## src/design/tbte_pkg.sv

```systemverilog
// Shared types and constants of the two-wire transaction engine.
package tbte_pkg;

  localparam logic [1:0] REQ_PLAIN = 2'd0;
  localparam logic [1:0] REQ_WRITE = 2'd1;
  localparam logic [1:0] REQ_READ  = 2'd2;

  localparam logic [1:0] MODE_IDLE  = 2'd0;
  localparam logic [1:0] MODE_WRITE = 2'd1;
  localparam logic [1:0] MODE_READ  = 2'd2;

  localparam logic [1:0] PULSE_NONE     = 2'd0;
  localparam logic [1:0] PULSE_LOW_HIGH = 2'd1;
  localparam logic [1:0] PULSE_HIGH_LOW = 2'd2;

  localparam logic [5:0] WRITE_LAST        = 6'd32;
  localparam logic [5:0] READ_SEND_LAST    = 6'd24;
  localparam logic [5:0] READ_TURN         = 6'd25;
  localparam logic [5:0] READ_FIRST_SAMPLE = 6'd26;
  localparam logic [5:0] READ_LAST         = 6'd33;

  localparam int QUEUE_DEPTH = 2;
  localparam int QUEUE_AW    = 1;

  typedef struct packed {
    logic [1:0]  kind;
    logic [31:0] word;
    logic        sample;
  } item_t;

  typedef struct packed {
    logic       io_level;
    logic       io_drive;
    logic [1:0] clk_pulse;
    logic [7:0] read_byte;
    logic       read_done;
    logic       busy_res;
    logic       rejected;
  } result_t;

endpackage

```

## src/design/tbte_front.sv

```systemverilog
// Front end: classify the request and pack the word to send.
module tbte_front (
  input  logic [1:0]          in_req_type,
  input  logic [7:0]          in_cmd_byte,
  input  logic [15:0]         in_target_address,
  input  logic [7:0]          in_write_byte,
  input  logic                in_io_in,
  output tbte_pkg::item_t     item
);

  always_comb begin
    item.sample = in_io_in;
    case (in_req_type)
      tbte_pkg::REQ_WRITE: begin
        item.kind = tbte_pkg::MODE_WRITE;
        item.word = {in_cmd_byte, in_target_address, in_write_byte};
      end
      tbte_pkg::REQ_READ: begin
        item.kind = tbte_pkg::MODE_READ;
        item.word = {8'h00, in_cmd_byte, in_target_address};
      end
      default: begin
        item.kind = tbte_pkg::MODE_IDLE;
        item.word = {8'h00, in_cmd_byte, in_target_address};
      end
    endcase
  end

endmodule

```

## src/design/tbte_queue.sv

```systemverilog
// Two-entry queue between the front end and the bit engine.
module tbte_queue (
  input  logic            clk,
  input  logic            rst_n,
  input  logic            push,
  input  tbte_pkg::item_t push_item,
  output logic            not_full,
  input  logic            pop,
  output logic            not_empty,
  output tbte_pkg::item_t pop_item
);

  tbte_pkg::item_t mem_r [tbte_pkg::QUEUE_DEPTH];
  logic [tbte_pkg::QUEUE_AW-1:0] wr_ptr_r, wr_ptr_nxt;
  logic [tbte_pkg::QUEUE_AW-1:0] rd_ptr_r, rd_ptr_nxt;
  logic [tbte_pkg::QUEUE_AW:0]   count_r, count_nxt;

  assign not_full  = (count_r != tbte_pkg::QUEUE_AW'(0) + (tbte_pkg::QUEUE_AW+1)'(tbte_pkg::QUEUE_DEPTH));
  assign not_empty = (count_r != '0);
  assign pop_item  = mem_r[rd_ptr_r];

  always_comb begin
    wr_ptr_nxt = push ? wr_ptr_r + 1'b1 : wr_ptr_r;
    rd_ptr_nxt = pop ? rd_ptr_r + 1'b1 : rd_ptr_r;
    count_nxt  = count_r;
    if (push && !pop) begin
      count_nxt = count_r + 1'b1;
    end else if (pop && !push) begin
      count_nxt = count_r - 1'b1;
    end
  end

  always_ff @(posedge clk) begin
    if (push) begin
      mem_r[wr_ptr_r] <= push_item;
    end
  end

  always_ff @(posedge clk) begin
    if (!rst_n) begin
      wr_ptr_r <= '0;
      rd_ptr_r <= '0;
      count_r  <= '0;
    end else begin
      wr_ptr_r <= wr_ptr_nxt;
      rd_ptr_r <= rd_ptr_nxt;
      count_r  <= count_nxt;
    end
  end

endmodule

```

## src/design/tbte_back.sv

```systemverilog
// Bit engine: run the transaction sequence and hold the result register.
module tbte_back (
  input  logic               clk,
  input  logic               rst_n,
  input  logic               item_valid,
  input  tbte_pkg::item_t    item,
  output logic               item_pop,
  output logic               res_valid,
  input  logic               res_ready,
  output tbte_pkg::result_t  res
);

  logic [1:0]  mode_r, mode_nxt;
  logic [5:0]  cnt_r, cnt_nxt;
  logic [31:0] shift_r, shift_nxt;
  logic [7:0]  rx_r, rx_nxt;
  logic        drv_r, drv_nxt;
  logic        out_valid_r, out_valid_nxt;
  tbte_pkg::result_t out_r, out_nxt;

  logic [1:0]  mode_eff;
  logic [5:0]  cnt_eff;
  logic [31:0] shift_eff;
  logic [7:0]  rx_eff;
  logic [5:0]  c_rel;
  logic        start;
  logic        last;

  assign item_pop  = item_valid && (!out_valid_r || res_ready);
  assign res_valid = out_valid_r;
  assign res       = out_r;

  always_comb begin
    start     = (item.kind != tbte_pkg::MODE_IDLE);
    mode_eff  = mode_r;
    cnt_eff   = cnt_r;
    shift_eff = shift_r;
    rx_eff    = rx_r;
    out_nxt   = '0;
    out_nxt.io_drive = drv_r;
    last      = 1'b0;
    c_rel     = cnt_eff - tbte_pkg::READ_FIRST_SAMPLE;

    if (start) begin
      if (mode_r != tbte_pkg::MODE_IDLE) begin
        out_nxt.rejected = 1'b1;
      end else begin
        mode_eff  = item.kind;
        cnt_eff   = '0;
        shift_eff = item.word;
        rx_eff    = '0;
      end
    end

    shift_nxt = shift_eff;
    rx_nxt    = rx_eff;
    drv_nxt   = drv_r;
    c_rel     = cnt_eff - tbte_pkg::READ_FIRST_SAMPLE;

    if (mode_eff != tbte_pkg::MODE_IDLE) begin
      out_nxt.busy_res = 1'b1;
      if (cnt_eff == '0) begin
        out_nxt.io_level  = 1'b1;
        out_nxt.clk_pulse = tbte_pkg::PULSE_LOW_HIGH;
        drv_nxt           = 1'b1;
      end else if ((mode_eff == tbte_pkg::MODE_WRITE && cnt_eff <= tbte_pkg::WRITE_LAST) ||
                   (mode_eff == tbte_pkg::MODE_READ && cnt_eff <= tbte_pkg::READ_SEND_LAST)) begin
        out_nxt.io_level  = shift_eff[0];
        out_nxt.clk_pulse = tbte_pkg::PULSE_HIGH_LOW;
        shift_nxt         = {1'b0, shift_eff[31:1]};
        last = (mode_eff == tbte_pkg::MODE_WRITE) && (cnt_eff == tbte_pkg::WRITE_LAST);
      end else if (mode_eff == tbte_pkg::MODE_READ && cnt_eff == tbte_pkg::READ_TURN) begin
        out_nxt.clk_pulse = tbte_pkg::PULSE_LOW_HIGH;
        drv_nxt           = 1'b0;
      end else if (mode_eff == tbte_pkg::MODE_READ && cnt_eff >= tbte_pkg::READ_FIRST_SAMPLE &&
                   cnt_eff <= tbte_pkg::READ_LAST) begin
        out_nxt.clk_pulse = tbte_pkg::PULSE_LOW_HIGH;
        rx_nxt = rx_eff | (8'(item.sample) << c_rel[2:0]);
        if (cnt_eff == tbte_pkg::READ_LAST) begin
          out_nxt.read_done = 1'b1;
          out_nxt.read_byte = rx_nxt;
          last = 1'b1;
        end
      end else begin
        last = 1'b1;
      end
      if (last) begin
        mode_nxt = tbte_pkg::MODE_IDLE;
        cnt_nxt  = '0;
      end else begin
        mode_nxt = mode_eff;
        cnt_nxt  = cnt_eff + 1'b1;
      end
    end else begin
      mode_nxt = mode_eff;
      cnt_nxt  = cnt_eff;
    end

    if (item_pop) begin
      out_valid_nxt = 1'b1;
    end else if (res_ready) begin
      out_valid_nxt = 1'b0;
    end else begin
      out_valid_nxt = out_valid_r;
    end
  end

  always_ff @(posedge clk) begin
    if (item_pop) begin
      out_r <= out_nxt;
    end
  end

  always_ff @(posedge clk) begin
    if (!rst_n) begin
      mode_r      <= tbte_pkg::MODE_IDLE;
      cnt_r       <= '0;
      shift_r     <= '0;
      rx_r        <= '0;
      drv_r       <= 1'b1;
      out_valid_r <= 1'b0;
    end else begin
      out_valid_r <= out_valid_nxt;
      if (item_pop) begin
        mode_r  <= mode_nxt;
        cnt_r   <= cnt_nxt;
        shift_r <= shift_nxt;
        rx_r    <= rx_nxt;
        drv_r   <= drv_nxt;
      end
    end
  end

endmodule

```

## src/design/two_wire_bitbang_transaction_engine.sv

```systemverilog
// Top level of the two-wire bit-banged serial master.
//
// Input channel (in_*): one transfer is one bit period. in_req_type 1 starts a
// write, 2 starts a read, anything else is a plain period; in_io_in is the
// level sampled on the data line in that period.
// Output channel (out_*): exactly one transfer per input transfer, in order,
// giving the line level, direction, clock pulse kind, the received byte with
// read_done, busy_res and rejected (a start request while busy).
// A write takes 33 periods, a read 34 periods.
// Path: an accepted transfer is written into the two-entry queue, then moves
// into the result register, which drives the output. Throughput: one transfer
// per cycle while out_ready holds; the bit engine updates its state once per
// period, so one period per cycle is the sustained rate.
// Reset: no transaction in progress, data line set as output, queue and
// result register empty.
// Receiver stall: the result register holds; the queue absorbs up to two
// more transfers, after which in_ready drops until out_ready returns.
module two_wire_bitbang_transaction_engine (
  input  logic        clk,
  input  logic        rst_n,
  input  logic        in_valid,
  output logic        in_ready,
  input  logic [1:0]  in_req_type,
  input  logic [7:0]  in_cmd_byte,
  input  logic [15:0] in_target_address,
  input  logic [7:0]  in_write_byte,
  input  logic        in_io_in,
  output logic        out_valid,
  input  logic        out_ready,
  output logic        out_io_level,
  output logic        out_io_drive,
  output logic [1:0]  out_clk_pulse,
  output logic [7:0]  out_read_byte,
  output logic        out_read_done,
  output logic        out_busy_res,
  output logic        out_rejected
);

  tbte_pkg::item_t   front_item;
  tbte_pkg::item_t   queue_item;
  tbte_pkg::result_t res;
  logic              queue_not_full;
  logic              queue_not_empty;
  logic              queue_pop;

  assign in_ready = queue_not_full;

  tbte_front u_front (
    .in_req_type       (in_req_type),
    .in_cmd_byte       (in_cmd_byte),
    .in_target_address (in_target_address),
    .in_write_byte     (in_write_byte),
    .in_io_in          (in_io_in),
    .item              (front_item)
  );

  tbte_queue u_queue (
    .clk       (clk),
    .rst_n     (rst_n),
    .push      (in_valid && queue_not_full),
    .push_item (front_item),
    .not_full  (queue_not_full),
    .pop       (queue_pop),
    .not_empty (queue_not_empty),
    .pop_item  (queue_item)
  );

  tbte_back u_back (
    .clk        (clk),
    .rst_n      (rst_n),
    .item_valid (queue_not_empty),
    .item       (queue_item),
    .item_pop   (queue_pop),
    .res_valid  (out_valid),
    .res_ready  (out_ready),
    .res        (res)
  );

  assign out_io_level  = res.io_level;
  assign out_io_drive  = res.io_drive;
  assign out_clk_pulse = res.clk_pulse;
  assign out_read_byte = res.read_byte;
  assign out_read_done = res.read_done;
  assign out_busy_res  = res.busy_res;
  assign out_rejected  = res.rejected;

endmodule

```

## config.mk

```make
export PLATFORM = sky130hd
export DESIGN_NAME = two_wire_bitbang_transaction_engine
export DESIGN_NICKNAME = d
export VERILOG_FILES = /design/src/design/tbte_pkg.sv /design/src/design/tbte_front.sv /design/src/design/tbte_queue.sv /design/src/design/tbte_back.sv /design/src/design/two_wire_bitbang_transaction_engine.sv
export SDC_FILE = /design/constraint.sdc
export NUM_CORES = 1
export LEC_CHECK = 0
export ABC_AREA = 1
export BUFFER_PORTS_ARGS = -buffer_cell sky130_fd_sc_hd__buf_2
export CAP_MARGIN = 10
export CORE_MARGIN = 3
export CORE_UTILIZATION = 30
export DETAILED_ROUTE_END_ITERATION = 12
export PLACE_DENSITY_LB_ADDON = 0.25
export SYNTH_ARGS = -nofsm -noshare
export SYNTH_HDL_FRONTEND = slang
export SYNTH_SLANG_ARGS = --single-unit
```

## constraint.sdc

```tcl
create_clock -name clk -period 4.07 [get_ports clk]
set_input_delay 0.814 -clock clk [delete_from_list [all_inputs] [get_ports clk]]
set_output_delay 0.814 -clock clk [all_outputs]
set_load 0.01 [all_outputs]
```

* Word level (Yosys, flattened, before mapping)
Memory sizes are Yosys's and may differ from the RTL's. A register that Yosys moved wholly into a read port is not among the register bits.
Cells that the tools add are included.
** Operators by class
- Equality and inequality tests :: 9
- Shift operators :: 1
- Order comparisons :: 4
- Reduce and logical (&&, ||, !) cells :: 27
- Bitwise operators :: 4
- $add $sub $neg :: 6
- Muxes and demuxes :: 47
** Operators with widths (number)
- 32-bit two-way mux :: 5
- 34-bit case mux with 2 select lines :: 1
- 8-bit two-way mux :: 7
- 6-bit two-way mux :: 4
- 1-bit two-way mux :: 20
- 2-bit two-way mux :: 8
- 2-bit nonzero test :: 7
- 6-bit == test, second input constant :: 2
- 6-bit <= comparator, second input constant :: 2
- 1-bit logical AND :: 10
- 10-bit two-way mux :: 1
- 9-bit two-way mux :: 1
- 8-bit OR :: 1
- 1-bit by 3-bit left shift with 8-bit output :: 1
- 6-bit by 1-bit adder with 6-bit output, second input constant :: 1
- 6-bit by 5-bit == test with 1-bit output, second input constant :: 1
- 6-bit by 5-bit greater-or-equal comparator with 1-bit output, second input constant :: 1
- 6-bit by 5-bit <= comparator with 1-bit output, second input constant :: 1
- 6-bit logical NOT :: 1
- 6-bit OR reduction :: 1
- 5-bit OR reduction :: 1
- 2-bit by 1-bit == test with 1-bit output, second input constant :: 2
- 2-bit == test, second input constant :: 2
- 4-bit AND reduction :: 1
- 10 further kinds :: 16
** Storage, ports and cells
- Output and inout bits :: 17
- Memory bits (writable) :: 70
- Input bits :: 39
- Bits in registers :: 69
- Word-level logic and storage cells :: 116
- Memories kept :: 1
** Memory list
- u_queue.mem_r :: words 2, bits a word 35, rd ports 1, clocked after memory_dff 1, wr ports 1, RTL line tbte_queue.sv:13 : tbte_pkg::item_t mem_r [tbte_pkg::QUEUE_DEPTH];

* Logic depth before layout (Yosys ltp)
- Word-level depth :: 13
- Mapped depth :: 22
- Gate-level depth less buffers :: 20

* Hierarchy
From an unflattened synthesis, not the netlist that was laid out.
** Unflattened totals
- Cell total of the unflattened synthesis :: 721
- Area, all modules :: 6927.9 um^2
** By module, submodules not included
- tbte_back :: area each 3488.3 um^2, cells an instance 469, instances 1, sequential area each 1451.4 um^2
- tbte_queue :: area each 2907.8 um^2, cells an instance 144, instances 1, sequential area each 2202.1 um^2
- tbte_front :: area each 524.3 um^2, cells an instance 106, instances 1, sequential area each 0.0 um^2
- two_wire_bitbang_transaction_engine :: area each 7.5 um^2, cells an instance 2, instances 1, sequential area each 0.0 um^2

* Worst setup path after synthesis
No wires, ideal clock.
- Path type :: input port to flip-flop
- From :: in in_valid
- To :: mem u_queue.mem_r[1][0] (netlist name) (enable)
- Path buffers :: 0
- Library setup time :: 429 ps
- Stages on the path :: 2
- Data required time :: 3641 ps
- Setup slack :: 1239 ps
- Arrival time :: 2403 ps
- Cells stage by stage :: nand2_1 nor2_1
** On the way
- Longest elaborated chain between the ends :: 3
** Ends and longest elaborated chain
- from (decl) :: RTL line two_wire_bitbang_transaction_engine.sv:21 : input logic in_valid,
- 1-bit logical AND :: RTL line two_wire_bitbang_transaction_engine.sv:60 : .push (in_valid && queue_not_full),
- 1-bit two-way mux :: RTL line tbte_queue.sv:34 : if (push) begin
- 1-bit two-way mux (implied by the code) :: RTL line tbte_queue.sv:35 : mem_r[wr_ptr_r] <= push_item;
- to (decl) :: RTL line tbte_queue.sv:13
No other way between the ends.

==> summary.txt <==
Min path
  – Hold depth: 0
  – Hold endpoint: u_back.res[13]
  – HP Start: u_back.drv_r
  – Worst hold path class: flop to flop

Drt
  – Vias per inst: 4.75
  – Vias: 5264
  – DRT Pass-1 Iters: 5
  – DR iter-0 viols: 399
  – Final WL: 15800 um
  – Post-DR wirelength/cell: 14.2 um
  – Routed Antenna Nets: 0
  – DRC: 0

STA
  – WHS: 0.433 ns
  – Min setup slack post-route: 0.945 ns
  – Relative slew margins: between 40% and 50%
  – Max Clk Rate: 0.320 GHz
  – Setup TNS: 0 ns
  – Clk_skew: 0.0116 ns
  – Fin crit share: 76.8%
  – RSZ-0062 raised after global routing: no
  – Min cycle time layout: ~3.1 ns
  – Worst slew pin tran: 0.887 ns
  – Final hold vios: 0
  – Setup violations, final: 0
  – Max-slew violations: 0

CTS
  – CTS Hold Buffers Added: 0
  – Sink Count: 140
  – Longest Clk Path Bufs: 2
  – CTS tree: built
  – Resized Gates After CTS: 0
  – Post-CTS Repair Setup Buffers: 0
  – CTS root buf: clkbuf_16
  – CTS clk-pin slew, worst paths: 0.06 ns
  – TritonCTS Buffers: 17
  – Worst-skew pair later-pin latency: around 0.42 ns
  – H-tree depth: 4

Final layout
  – Most common cell after layout, fill and taps aside: nand2_1
  – Antenna diode count: 0
  – Fraction of layout cells with a size suffix above 1: 14.7%
  – Most frequent cells in the layout: nand2_1 (152), nor2_1 (112), edfxtp_1 (85), o21ai_0 (82), a21oi_1 (64)
  – Post-route cell area: around 0.0077 mm2
  – Final non-filler cell total: around 1100
  – # nets final: 870
  – Layout Area Growth over Synthesis: 16.6%
  – Fillers: roughly 2200

GRT
  – GR Util met3: 3.30%
  – First-pass GRT wire length: 26000 um
  – Vias in the first global route: ~5000
  – Total grt overflow: 0
  – All-layer global routing usage: 13.5%
  – GR Util met2: about a fifth
  – GR Layer Usage met1: a little under a fifth
  – GRT busiest layer: met2
  – Initial antenna violation count: 0
  – Largest net degree at the start of global routing: 65

Floorplanning
  – Num rows: 53
  – Die Wd: roughly 150 um
  – IO Pins: 56
  – Core area: around 0.021 mm2
  – Die height: roughly 150 um
  – Die area: 0.0239 mm2
  – Initial Utilization: between 30% and 40%

Power
  – Internal: approximately 0.0038 W
  – Logic pwr share: 44.9%
  – Psw: 0.00290 W
  – Sequential share of power: 32.1%
  – Worst VDD drop: 0.378 mV
  – Switching Fraction: a little over two fifths
  – Leak Pwr: between 3 and 4 nW
  – Clk pwr share: 23.0%
  – Power Density: 868 mW/mm2

Synth
  – Synthesized Nets: 829
  – Syn avg cell area: 8.49 um2
  – Synth Flop Type: edfxtp_1
  – Ys async rst share: 0%
  – EDFF count, synth: 85
  – Yosys warns: 0
  – Post-Syn Area: 0.00662 mm2
  – Netlist cell types: 29
  – Synthesized instance count: 780
  – Post-synthesis sequential area ratio: 55.2%
  – #FFs+latches synth: 140

Worst setup path
  – WP data arrival: 3.43 ns
  – Worst r2r dst: u_back.drv_r
  – WP data required: around 4.4 ns
  – Worst-path maximum fanout: 36
  – Critical Path End Type: flop
  – CP Class: flop to flop
  – R2R cell count: 18
  – CP Launch Type: flop
  – Setup slack, reg-to-reg: about 0.95 ns

Placed design
  – Post-DP HPWL: roughly 10000 um
  – DP Area: 0.00713 mm2
  – Pre-CTS WS: 0.948 ns
  – Placed Cells: about 1100
  – Placer congestion estimate: 0.932
  – Port Buffers: 55

Run
  – Max-capacitance violation count: 0

Outcome
  – Status: finished clean
-- registers in the layout (all words and copies together), names as in the netlist, 2 cells and up, named ones only --
| signal | count |
|---|---|
| u_back.cnt_r | 6 |
| u_back.shift_r | 32 |
| u_back.mode_r | 2 |
| u_queue.count_r | 2 |
| u_queue.mem_r | 70 |
| u_back.res | 15 |
| u_back.rx_r | 8 |
-- synth_stat cells (all sizes together), types with 2 or more instances --
master	n	share of area [%]
a21oi	65	4.9
buf	12	1.3
clkbuf	29	1.6
clkinv	2	0.13
dfxtp	55	17
edfxtp	85	39
ha	10	1.9
inv	66	3.8
nand2	162	9.9
nand3	57	4.4
nand4	7	0.66
nor2	120	7.2
o21ai	88	6.7
o22ai	17	1.6
-- worst max path at each step --
stage,endpoint,from,slack [ns],cells past startpoint
global route,u_back.shift_r[21],flop,0.53,18
global placement,u_back.shift_r[28],flop,0.99,18
CTS,u_back.shift_r[21],flop,0.92,18
finish,u_back.drv_r,flop,0.95,18
detailed placement,u_back.shift_r[21],flop,0.95,18
floorplan,u_queue.mem_r[1][0],in_valid,1.24,2
-- power groups by stage --
stage                     Sequential (W)  Combinational [W]  Clock (W)
after floorplan                  0.00218            0.00232          0
after detailed placement         0.00217            0.00303          0
after global routing             0.00219            0.00348    0.00164
final                            0.00215            0.00301    0.00154
after global placement           0.00217            0.00304          0
after CTS                        0.00215            0.00304    0.00158
-- cell families after synthesis --
family,after synthesis,synth area share [%]
AND/OR/NAND/NOR,347,22.4
AO/OA/AOI/OAI,172,13.4
flip-flops,140,55.2
buffers and inverters,109,6.84
adder cells (fa/ha/maj),10,1.89
XOR/XNOR,2,0.265
-- metrics by stage --
step                      utilization, %  power [W]
after floorplan                        -    0.00450
after global placement              33.4    0.00521
after detailed placement            33.4    0.00521
after CTS                           36.1    0.00677
after global routing                36.1    0.00731
final                               36.1    0.00670
-- critical path, stage by stage, from the launching register on --
cell,delay [ns]
dfxtp_1,0.31
buf_4,0.19
inv_4,0.33
nand2_2,0.11
nand3_2,0.14
nand2_4,0.11
nor2_1,0.25
inv_1,0.15
ha_1,0.21
nand2_1,0.14
inv_2,0.04
nand2_1,0.10
nand2_2,0.07
nand2_4,0.09
clkinv_2,0.08
nand2_4,0.31
nand3_1,0.16
a21oi_1,0.15
o21ai_1,0.08
-- area by class of cell --
class                      count  area (um2)  share of cell area (%)
clock buffer                  18         429                    5.56
tap                          275         344                    4.46
multi-input combinational    531        2540                    32.9
timing repair buffer          63         335                    4.35
sequential                   140        3650                    47.3
clock inverter                14         158                    2.04
inverter                      68         259                    3.36
-- metal layers --
metal  share of wire, %  vias up
met3                4.9       19
met1                 48     2409
met5                  0        -
met4                1.6        0
li1                   -     2706
met2                 45      130
(Power assumes the default switching activity.)
